--- src/rtl/vgmcp_pkg.sv ---
// ----------------------------------------------------------------------------
// vgmcp_pkg: shared types and constants for the VGM command stream parser
// Command codes, event kinds, configuration indexes and request structs.
// ----------------------------------------------------------------------------
`default_nettype none

package vgmcp_pkg;

  // Configuration port
  localparam int CFG_INDEX_W = 1;
  localparam int CFG_DATA_W  = 32;
  localparam logic [CFG_INDEX_W-1:0] CFG_LOOP_START = 1'd0;
  localparam logic [CFG_INDEX_W-1:0] CFG_LOOP_LIMIT = 1'd1;
  localparam logic [7:0] LOOP_LIMIT_RESET = 8'd2;

  // Depth of the queue between parser and event output
  localparam int QUEUE_DEPTH = 4;

  // Command bytes
  localparam logic [7:0] CMD_WAIT_N        = 8'h61;
  localparam logic [7:0] CMD_WAIT_NTSC     = 8'h62;
  localparam logic [7:0] CMD_WAIT_PAL      = 8'h63;
  localparam logic [7:0] CMD_END           = 8'h66;
  localparam logic [7:0] CMD_DATA_BLOCK    = 8'h67;
  localparam logic [7:0] CMD_PORT_WRITE    = 8'hbc;
  localparam logic [7:0] CMD_RAM_WRITE     = 8'hc6;
  localparam logic [7:0] CMD_SKIP_B3       = 8'hb3;
  localparam logic [7:0] CMD_STEREO        = 8'h4f;
  localparam logic [7:0] CMD_PSG           = 8'h50;
  localparam logic [7:0] CMD_REG_LO        = 8'h51;
  localparam logic [7:0] CMD_REG_HI        = 8'h5f;
  localparam logic [7:0] CMD_SHORT_WAIT_LO = 8'h70;
  localparam logic [7:0] CMD_SHORT_WAIT_HI = 8'h7f;

  localparam logic [15:0] WAIT_NTSC_SAMPLES = 16'd735;
  localparam logic [15:0] WAIT_PAL_SAMPLES  = 16'd882;
  localparam logic [3:0]  SHORT_WAIT_MASK   = 4'hf;
  localparam logic [7:0]  PORT_BASE         = 8'h80;

  typedef enum logic [2:0] {
    EV_WAIT = 3'd0,
    EV_PORT = 3'd1,
    EV_RAM  = 3'd2,
    EV_SEEK = 3'd3,
    EV_END  = 3'd4
  } event_kind_t;

  typedef struct packed {
    logic [7:0] data_byte;
    logic       end_of_data;
  } in_item_t;

  typedef struct packed {
    event_kind_t event_kind;
    logic [15:0] wait_samples;
    logic [7:0]  port_number;
    logic [15:0] ram_address;
    logic [7:0]  write_value;
    logic [31:0] seek_offset;
    logic        truncated;
    logic        last_of_run;
  } result_t;

  // One parsed byte: an optional decoded event, then an optional end of run.
  typedef struct packed {
    logic    evt_valid;
    result_t evt;
    logic    end_valid;
    logic    end_trunc;
  } rec_t;

endpackage

`default_nettype wire

--- src/rtl/vgm_command_stream_parser_top.sv ---
// ----------------------------------------------------------------------------
// vgm_command_stream_parser_top: VGM command byte stream to event requests
// Each accepted byte's record is registered in the record queue, which presents it as a result.
// One byte is accepted per cycle while the queue is not full; one result is popped
// per cycle, so a byte with two results needs two pops.
// Reset (rst, sync): parser idle, queue empty, loop start 0, loop limit 2.
// ----------------------------------------------------------------------------
`default_nettype none

module vgm_command_stream_parser_top #(
  parameter int QUEUE_DEPTH = vgmcp_pkg::QUEUE_DEPTH
) (
  input  wire logic                              clk,
  input  wire logic                              rst,
  // byte input, queue style
  input  wire logic                              push,
  output logic                                   full,
  input  wire vgmcp_pkg::in_item_t               item,
  // event output, queue style
  output logic                                   empty,
  input  wire logic                              pop,
  output vgmcp_pkg::result_t                     result,
  // configuration writes
  input  wire logic                              cfg_we,
  input  wire logic [vgmcp_pkg::CFG_INDEX_W-1:0] cfg_index,
  input  wire logic [vgmcp_pkg::CFG_DATA_W-1:0]  cfg_data
);
  import vgmcp_pkg::*;

  // Front: decodes one byte per accepted request and updates parser state
  // in the same cycle. Back: presents queued records, splitting a record that
  // carries an event plus an end of run into two result requests.
  // The queue keeps the front running while results wait to be popped;
  // full reflects only queue occupancy.

  logic accept;
  rec_t front_rec;
  logic front_push;
  rec_t head_rec;
  logic head_empty;
  logic head_pop;

  assign accept = push && !full;

  vgmcp_front u_front (
    .clk       (clk),
    .rst       (rst),
    .accept    (accept),
    .item      (item),
    .cfg_we    (cfg_we),
    .cfg_index (cfg_index),
    .cfg_data  (cfg_data),
    .rec       (front_rec),
    .rec_push  (front_push)
  );

  vgmcp_queue #(
    .DEPTH (QUEUE_DEPTH)
  ) u_queue (
    .clk     (clk),
    .rst     (rst),
    .wr_en   (front_push),
    .wr_data (front_rec),
    .full    (full),
    .rd_en   (head_pop),
    .rd_data (head_rec),
    .empty   (head_empty)
  );

  vgmcp_back u_back (
    .clk       (clk),
    .rst       (rst),
    .rec       (head_rec),
    .rec_empty (head_empty),
    .rec_pop   (head_pop),
    .result    (result),
    .empty     (empty),
    .pop       (pop)
  );

endmodule

`default_nettype wire

--- src/rtl/vgmcp_front.sv ---
// ----------------------------------------------------------------------------
// vgmcp_front: byte parser
// Tracks the command state, decodes each accepted byte into a record.
// ----------------------------------------------------------------------------
`default_nettype none

module vgmcp_front (
  input  wire logic                              clk,
  input  wire logic                              rst,
  input  wire logic                              accept,
  input  wire vgmcp_pkg::in_item_t               item,
  input  wire logic                              cfg_we,
  input  wire logic [vgmcp_pkg::CFG_INDEX_W-1:0] cfg_index,
  input  wire logic [vgmcp_pkg::CFG_DATA_W-1:0]  cfg_data,
  output vgmcp_pkg::rec_t                        rec,
  output logic                                   rec_push
);
  import vgmcp_pkg::*;

  typedef enum logic [2:0] {
    PH_IDLE = 3'b001,
    PH_ARGS = 3'b010,
    PH_SKIP = 3'b100
  } phase_t;

  phase_t      phase, phase_next;
  logic [7:0]  cmd, cmd_next;
  logic [31:0] args, args_next;
  logic [2:0]  args_left, args_left_next;
  logic [31:0] skip, skip_next;
  logic [7:0]  loops_taken, loops_taken_next;
  logic [31:0] loop_start;
  logic [7:0]  loop_limit;

  logic        seeking;
  logic        early_end;
  logic [31:0] arg_shift;
  logic [2:0]  left_dec;
  logic [31:0] skip_dec;
  logic [7:0]  b;

  assign b = item.data_byte;

  always_comb begin
    phase_next       = phase;
    cmd_next         = cmd;
    args_next        = args;
    args_left_next   = args_left;
    skip_next        = skip;
    loops_taken_next = loops_taken;
    rec              = '0;
    seeking          = 1'b0;
    early_end        = 1'b0;
    arg_shift        = {b, args[31:8]};
    left_dec         = (args_left != 3'd0) ? args_left - 3'd1 : args_left;
    skip_dec         = (skip != 32'd0) ? skip - 32'd1 : skip;

    unique case (phase)
      PH_ARGS: begin
        args_next      = arg_shift;
        args_left_next = left_dec;
        if (left_dec == 3'd0) begin
          phase_next = PH_IDLE;
          case (cmd)
            CMD_WAIT_N: begin
              rec.evt_valid        = 1'b1;
              rec.evt.event_kind   = EV_WAIT;
              rec.evt.wait_samples = arg_shift[31:16];
            end
            CMD_PORT_WRITE: begin
              rec.evt_valid       = 1'b1;
              rec.evt.event_kind  = EV_PORT;
              rec.evt.port_number = PORT_BASE + arg_shift[23:16];
              rec.evt.write_value = arg_shift[31:24];
            end
            CMD_RAM_WRITE: begin
              rec.evt_valid       = 1'b1;
              rec.evt.event_kind  = EV_RAM;
              rec.evt.ram_address = {arg_shift[15:8], arg_shift[23:16]};
              rec.evt.write_value = arg_shift[31:24];
            end
            CMD_DATA_BLOCK: begin
              if (arg_shift != 32'd0) begin
                phase_next = PH_SKIP;
                skip_next  = arg_shift;
              end
            end
            default: ;
          endcase
        end
      end
      PH_SKIP: begin
        skip_next = skip_dec;
        if (skip_dec == 32'd0) begin
          phase_next = PH_IDLE;
        end
      end
      PH_IDLE: begin
        cmd_next = b;
        unique case (b) inside
          CMD_END: begin
            rec.evt_valid = 1'b1;
            if (loop_start != 32'd0 && loops_taken < loop_limit) begin
              loops_taken_next    = loops_taken + 8'd1;
              rec.evt.event_kind  = EV_SEEK;
              rec.evt.seek_offset = loop_start;
              seeking             = 1'b1;
            end else begin
              rec.evt.event_kind = EV_END;
              early_end          = 1'b1;
            end
          end
          CMD_WAIT_N, CMD_PORT_WRITE: begin
            phase_next     = PH_ARGS;
            args_next      = 32'd0;
            args_left_next = 3'd2;
          end
          CMD_RAM_WRITE: begin
            phase_next     = PH_ARGS;
            args_next      = 32'd0;
            args_left_next = 3'd3;
          end
          CMD_DATA_BLOCK: begin
            phase_next     = PH_ARGS;
            args_next      = 32'd0;
            args_left_next = 3'd6;
          end
          CMD_WAIT_NTSC: begin
            rec.evt_valid        = 1'b1;
            rec.evt.event_kind   = EV_WAIT;
            rec.evt.wait_samples = WAIT_NTSC_SAMPLES;
          end
          CMD_WAIT_PAL: begin
            rec.evt_valid        = 1'b1;
            rec.evt.event_kind   = EV_WAIT;
            rec.evt.wait_samples = WAIT_PAL_SAMPLES;
          end
          [CMD_SHORT_WAIT_LO:CMD_SHORT_WAIT_HI]: begin
            rec.evt_valid        = 1'b1;
            rec.evt.event_kind   = EV_WAIT;
            rec.evt.wait_samples = {12'd0, b[3:0] & SHORT_WAIT_MASK} + 16'd1;
          end
          CMD_SKIP_B3, [CMD_REG_LO:CMD_REG_HI]: begin
            phase_next = PH_SKIP;
            skip_next  = 32'd2;
          end
          CMD_STEREO, CMD_PSG: begin
            phase_next = PH_SKIP;
            skip_next  = 32'd1;
          end
          default: ;
        endcase
      end
      default: phase_next = PH_IDLE;
    endcase

    // last byte that neither seeks nor ends: end of run, flagged truncated if a command is still open
    if (item.end_of_data && !seeking && !early_end) begin
      rec.end_valid = 1'b1;
      rec.end_trunc = (phase_next != PH_IDLE);
    end

    if (early_end || (item.end_of_data && !seeking)) begin
      phase_next       = PH_IDLE;
      cmd_next         = 8'd0;
      args_next        = 32'd0;
      args_left_next   = 3'd0;
      skip_next        = 32'd0;
      loops_taken_next = 8'd0;
    end
  end

  assign rec_push = accept && (rec.evt_valid || rec.end_valid);

  always_ff @(posedge clk) begin
    if (rst) begin
      phase       <= PH_IDLE;
      cmd         <= 8'd0;
      args        <= 32'd0;
      args_left   <= 3'd0;
      skip        <= 32'd0;
      loops_taken <= 8'd0;
    end else if (accept) begin
      phase       <= phase_next;
      cmd         <= cmd_next;
      args        <= args_next;
      args_left   <= args_left_next;
      skip        <= skip_next;
      loops_taken <= loops_taken_next;
    end
  end

  always_ff @(posedge clk) begin
    if (rst) begin
      loop_start <= 32'd0;
      loop_limit <= LOOP_LIMIT_RESET;
    end else if (cfg_we) begin
      case (cfg_index)
        CFG_LOOP_START: loop_start <= cfg_data;
        CFG_LOOP_LIMIT: loop_limit <= cfg_data[7:0];
        default: ;
      endcase
    end
  end

`ifndef NO_ASSERTIONS
  // argument phase always has bytes outstanding
  a_args_left: assert property (@(posedge clk) disable iff (rst)
    (phase == PH_ARGS) |-> (args_left != 3'd0))
    else $error("argument phase with no bytes left");

  // a last byte that does not seek rearms the parser
  a_rearm: assert property (@(posedge clk) disable iff (rst)
    (accept && item.end_of_data && !seeking) |=>
      (phase == PH_IDLE && loops_taken == 8'd0))
    else $error("parser not rearmed after end of data");
`endif

endmodule

`default_nettype wire

--- src/rtl/vgmcp_queue.sv ---
// ----------------------------------------------------------------------------
// vgmcp_queue: record queue
// Small register queue between the parser and the event output stage.
// ----------------------------------------------------------------------------
`default_nettype none

module vgmcp_queue #(
  parameter int DEPTH = vgmcp_pkg::QUEUE_DEPTH
) (
  input  wire logic            clk,
  input  wire logic            rst,
  input  wire logic            wr_en,
  input  wire vgmcp_pkg::rec_t wr_data,
  output logic                 full,
  input  wire logic            rd_en,
  output vgmcp_pkg::rec_t      rd_data,
  output logic                 empty
);
  import vgmcp_pkg::*;

  localparam int PTR_W = (DEPTH > 1) ? $clog2(DEPTH) : 1;
  localparam int CNT_W = $clog2(DEPTH + 1);
  localparam logic [PTR_W-1:0] LAST_PTR = PTR_W'(DEPTH - 1);

  rec_t             mem [DEPTH];
  logic [PTR_W-1:0] wr_ptr;
  logic [PTR_W-1:0] rd_ptr;
  logic [CNT_W-1:0] count;

  assign full    = (count == CNT_W'(DEPTH));
  assign empty   = (count == '0);
  assign rd_data = mem[rd_ptr];

  always_ff @(posedge clk) begin
    if (wr_en) begin
      mem[wr_ptr] <= wr_data;
    end
  end

  always_ff @(posedge clk) begin
    if (rst) begin
      wr_ptr <= '0;
      rd_ptr <= '0;
      count  <= '0;
    end else begin
      if (wr_en) begin
        wr_ptr <= (wr_ptr == LAST_PTR) ? '0 : wr_ptr + PTR_W'(1);
      end
      if (rd_en) begin
        rd_ptr <= (rd_ptr == LAST_PTR) ? '0 : rd_ptr + PTR_W'(1);
      end
      if (wr_en && !rd_en) begin
        count <= count + CNT_W'(1);
      end else if (rd_en && !wr_en) begin
        count <= count - CNT_W'(1);
      end
    end
  end

`ifndef NO_ASSERTIONS
  a_no_overflow: assert property (@(posedge clk) disable iff (rst)
    wr_en |-> (!full || rd_en))
    else $error("record queue overflow");
`endif

endmodule

`default_nettype wire

--- src/rtl/vgmcp_back.sv ---
// ----------------------------------------------------------------------------
// vgmcp_back: event output stage
// Expands each queued record into one or two result requests.
// ----------------------------------------------------------------------------
`default_nettype none

module vgmcp_back (
  input  wire logic               clk,
  input  wire logic               rst,
  input  wire vgmcp_pkg::rec_t    rec,
  input  wire logic               rec_empty,
  output logic                    rec_pop,
  output vgmcp_pkg::result_t      result,
  output logic                    empty,
  input  wire logic               pop
);
  import vgmcp_pkg::*;

  logic    tail;       // first event of a two-result record already taken
  logic    take;
  logic    show_end;
  result_t end_res;

  assign empty    = rec_empty;
  assign take     = pop && !rec_empty;
  assign show_end = tail || !rec.evt_valid;

  always_comb begin
    end_res            = '0;
    end_res.event_kind = EV_END;
    end_res.truncated  = rec.end_trunc;
    end_res.last_of_run = 1'b1;
    if (show_end) begin
      result = end_res;
    end else begin
      result             = rec.evt;
      result.last_of_run = !rec.end_valid;
    end
  end

  assign rec_pop = take && (show_end || !rec.end_valid);

  always_ff @(posedge clk) begin
    if (rst) begin
      tail <= 1'b0;
    end else if (take) begin
      tail <= !show_end && rec.end_valid;
    end
  end

`ifndef NO_ASSERTIONS
  a_tail_held: assert property (@(posedge clk) disable iff (rst)
    tail |-> (!rec_empty && rec.evt_valid && rec.end_valid))
    else $error("pending end lost its record");
`endif

endmodule

`default_nettype wire
--- config.mk ---
export PLATFORM = sky130hd
export DESIGN_NAME = vgm_command_stream_parser_top
export DESIGN_NICKNAME = d
export VERILOG_FILES = /design/src/rtl/vgmcp_pkg.sv /design/src/rtl/vgm_command_stream_parser_top.sv /design/src/rtl/vgmcp_front.sv /design/src/rtl/vgmcp_queue.sv /design/src/rtl/vgmcp_back.sv
export SDC_FILE = /design/constraint.sdc
export NUM_CORES = 1
export LEC_CHECK = 0
export ABC_AREA = 0
export BUFFER_PORTS_ARGS = -buffer_cell sky130_fd_sc_hd__buf_4
export CAP_MARGIN = 25
export CORE_MARGIN = 2
export CORE_UTILIZATION = 38
export CTS_CLUSTER_SIZE = 14
export DETAILED_ROUTE_END_ITERATION = 10
export HOLD_SLACK_MARGIN = 0.15
export PLACE_DENSITY_LB_ADDON = 0.12
export SYNTH_ARGS = -nofsm -noshare
export SYNTH_HDL_FRONTEND = slang
export SYNTH_SLANG_ARGS = --single-unit
--- constraint.sdc ---
create_clock -name clk -period 4.8 [get_ports clk]
set_clock_uncertainty 0.15 [all_clocks]
set_input_delay 0.96 -clock clk [delete_from_list [all_inputs] [get_ports clk]]
set_output_delay 0.96 -clock clk [all_outputs]
set_load 0.01 [all_outputs]
==> flow_summary.toml <==
[detailed_routing]
first_pass_iters = 5
vias_per_cell = 5.57
drt_wl_total_um = 53800
drt-initial-drc-count = 1010
wl_per_cell_um = 21.8
postRouteAntennaNets = 0
num_vias = 13800
drcViolationCount = 0

[clock_network]
root_buffer = "clkbuf_16"
clkTransAtPathRegs_ps = 60
hold_buffers = 0
cts_tree = "yes"
clkLatencyLatePin_ps = 610
htree_levels = 2
cts_resized = 0
cts_sinks = 472
cts_buffers = 51
postCtsSetupBuffers = 0
clock_path_buffers = 3

[pwr]
peakVddDrop_v = 0.000310
pwr-share-clk_pct = 37.2
power_density_nw_per_um2 = 442
swShare_pct = 26.4
leakagePower_uw = 0.00842
internal_power_uw = 7990
power.total_uw = 10900
power.share.sequential_pct = 42.5
comb_power_share_pct = 20.2
p_sw_uw = 2870

[die]
die-area_um2 = 56800
dieHeight_um = 238
std_cell_rows = 85
ios = 134
die_x_um = 238
start_util_pct = 38.6
core-area_um2 = 54000

[worst_setup_path]
worst_path_dominant_cell_family = "simple AND/OR/NAND/NOR gates"
endpoint_kind = "flip-flop"
start_kind = "flip-flop"
required_ps = 4980
crit_arrival_ps = 4340
cp_max_fo = 12
worstSetupPathType = "reg -> reg"
crit_top_cell = "or4_4"
crit_buf_inv = 2
r2r_end = "u_queue.mem[1][0]$_DFFE_PP_"
timing.rr.start = "u_front.skip[0]$_SDFFE_PP0P_"
path_cells = "inv_1 > ha_1 > or3b_2 > or4_4 > or4_4 > nor2_2 > xnor2_1 > o211ai_1 > nor4_1 > buf_4 > nor2_1"
crit_slowest_cell = "or3b_2"
rr_worst_depth = 11
critPathMaxStageDelay_ps = 610
rrSetupSlack_ps = 640

[yosys]
synth.avg_cell_area_um2 = 13.0
synth_edf_count = 344
synthDistinctLibCells = 67
synthCells = 1609
ys_warn_count = 0
synth-async-reset-ratio_pct = 0
synth_seq_cells = 472
yosysSeqAreaShare_pct = 61.8
syn_nets = 1680
netlist_area_um2 = 20900
synth_top_flop_cell = "edfxtp_1"

[timing]
max_slew_margin_pct = 36.0
fin_setup_tns_ps = 0
max_freq_ghz = 0.241
hold_slack_ps = 313
slew_viol_final = 0
setup_viol = 0
rsz0062_at_grt = "no"
period_needed_ps = 4160
worst_pin_slew_ps = 961
hold_viol_final = 0
finalCritPeriodShare_pct = 86.6

[placement]
hpwl_um = 34700
place_congestion = 0.891
portBuffers = 133

[job]
maxCapViolations = 0

[min_path]
min_to = "u_front.loop_limit[5]$_SDFFE_PP0P_"
hold_depth = 2
min_from = "u_front.loop_limit[5]$_SDFFE_PP0P_"
hold_class = "reg -> reg"

[outcome]
status = "finished clean"

[global_route]
met3_usage_pct = 3.00
grt_pass1_vias = 13900
grt-busiest-layer = "met2"
antenna_found_initial = 0
grt_overflow = 0
met2_usage_pct = 31.6
grt_pass1_wl_um = 83200
grtUsageMet1_pct = 25.7
grt_max_degree = 87
grt_usage_pct = 19.0

[final_layout]
register_area_um2 = 12900
final.fill_count = 4867
syn_to_final_growth_pct = 17.7
diodes = 0
final_net_count = 1802
multi_input_area_um2 = 7490
drive_gt1_share_pct = 20.9
==> placed cells by master (no fill, tap or decap), drive strengths merged, types with 18 or more instances in the layout <==
cell type	Yosys	layout
nor2b	96	96
nor4	35	35
nand4	37	37
buf	15	180
and2	70	70
dfxtp	128	128
or4	42	42
xor2	18	18
nand2	118	118
mux4	86	86
edfxtp	344	344
o21ai	81	81
nor3	24	24
a21oi	116	116
a22oi	29	29
ha	23	23
nor2	66	66
clkbuf	96	69
inv	27	29
nand3	21	21
==> registers in the layout, summed over array words and instances, names as in the netlist, 8 cells and up, named ones only <==
register and flops:
u_front.loops_taken 8, u_front.cmd 8, u_queue.mem 344, u_front.loop_start 32, u_front.loop_limit 8, u_front.args 24
u_front.skip 32
==> cell usage after synthesis, types with 11 or more instances <==
master | n | area [um^2]
a21oi_1 | 116 | 581
a22oi_1 | 29 | 218
and2_1 | 70 | 438
clkbuf_1 | 96 | 360
dfxtp_1 | 128 | 2560
edfxtp_1 | 344 | 10300
ha_1 | 23 | 288
inv_1 | 27 | 101
mux4_2 | 86 | 1940
nand2_1 | 118 | 443
nand2b_1 | 12 | 75.1
nand3_1 | 21 | 105
nand4_1 | 37 | 231
nor2_1 | 65 | 244
nor2b_1 | 96 | 601
nor3_1 | 24 | 120
nor4_1 | 33 | 206
o21ai_0 | 77 | 385
or4_1 | 39 | 293
xnor2_1 | 11 | 96.3
xor2_1 | 18 | 158
==> power by group through the flow <==
stage	registers, uW	clock network [uW]	logic (uW)
final	4620	4050	2200
after global routing	4640	4310	2390
after CTS	4620	4160	2260
after detailed placement	4710	0	2250
after global placement	4700	0	2250
after floorplan	4660	0	1400
==> routing by layer <==
| layer | routed length [um] | vias up |
|---|---|---|
| met1 | 23800 | 6979 |
| met4 | 1370 | 0 |
| met3 | 2410 | 86 |
| met2 | 26200 | 318 |
| li1 | - | 6368 |
| met5 | 0 | - |
==> cell type report <==
type	instances	share of cell area, %
Sequential cell	472	52.5
Clock inverter	25	1.32
Clock buffer	69	5.84
Multi-Input combinational cell	999	30.5
Tap cell	696	3.55
Inverter	27	0.413
Timing Repair Buffer	180	5.81
==> worst min-delay path: stages (launching register included) <==
cell and delay (ps):
dfxtp_1 310, nand2_1 50, a21oi_1 50
==> cells by family after synthesis <==
logic type,Yosys count,synth area share [%]
DFF,472,61.8
xor gates and xnor gates,29,1.22
AOI/OAI and AO/OA,288,8.12
muxes,93,9.62
adders and majority gates,24,1.47
buffers and inverters,138,2.61
and+or+nand+nor,565,15.2
==> through the flow <==
stage | std cells | utilization, % | worst slack [ps] | cell area, um^2
final | 2468 | 45.4 | 643 | 24600
after global routing | 2468 | 45.4 | 383 | 24600
after CTS | 2468 | 45.4 | 594 | 24600
after detailed placement | 2374 | 42.2 | 683 | 22800
after global placement | 2374 | 42.2 | 732 | 22800
after floorplan | 1609 | - | 383 | 20900
==> worst max path at each step <==
stage	startpoint	endpoint	slack, ps	depth (start not counted)
after floorplan	u_front.args_left[0]$_SDFFE_PP0P_	u_queue.mem[3][0]$_DFFE_PP_	380	9
after global placement	u_front.skip[0]$_SDFFE_PP0P_	u_queue.mem[2][0]$_DFFE_PP_	730	11
after detailed placement	u_front.args_left[0]$_SDFFE_PP0P_	u_queue.count[2]$_SDFFE_PP0P_	680	15
after CTS	flip-flop	result[84]	590	4
after global routing	u_front.args_left[0]$_SDFFE_PP0P_	u_queue.count[2]$_SDFFE_PP0P_	380	15
final	u_front.skip[0]$_SDFFE_PP0P_	u_queue.mem[1][0]$_DFFE_PP_	640	11
(Power assumes the default switching activity.)
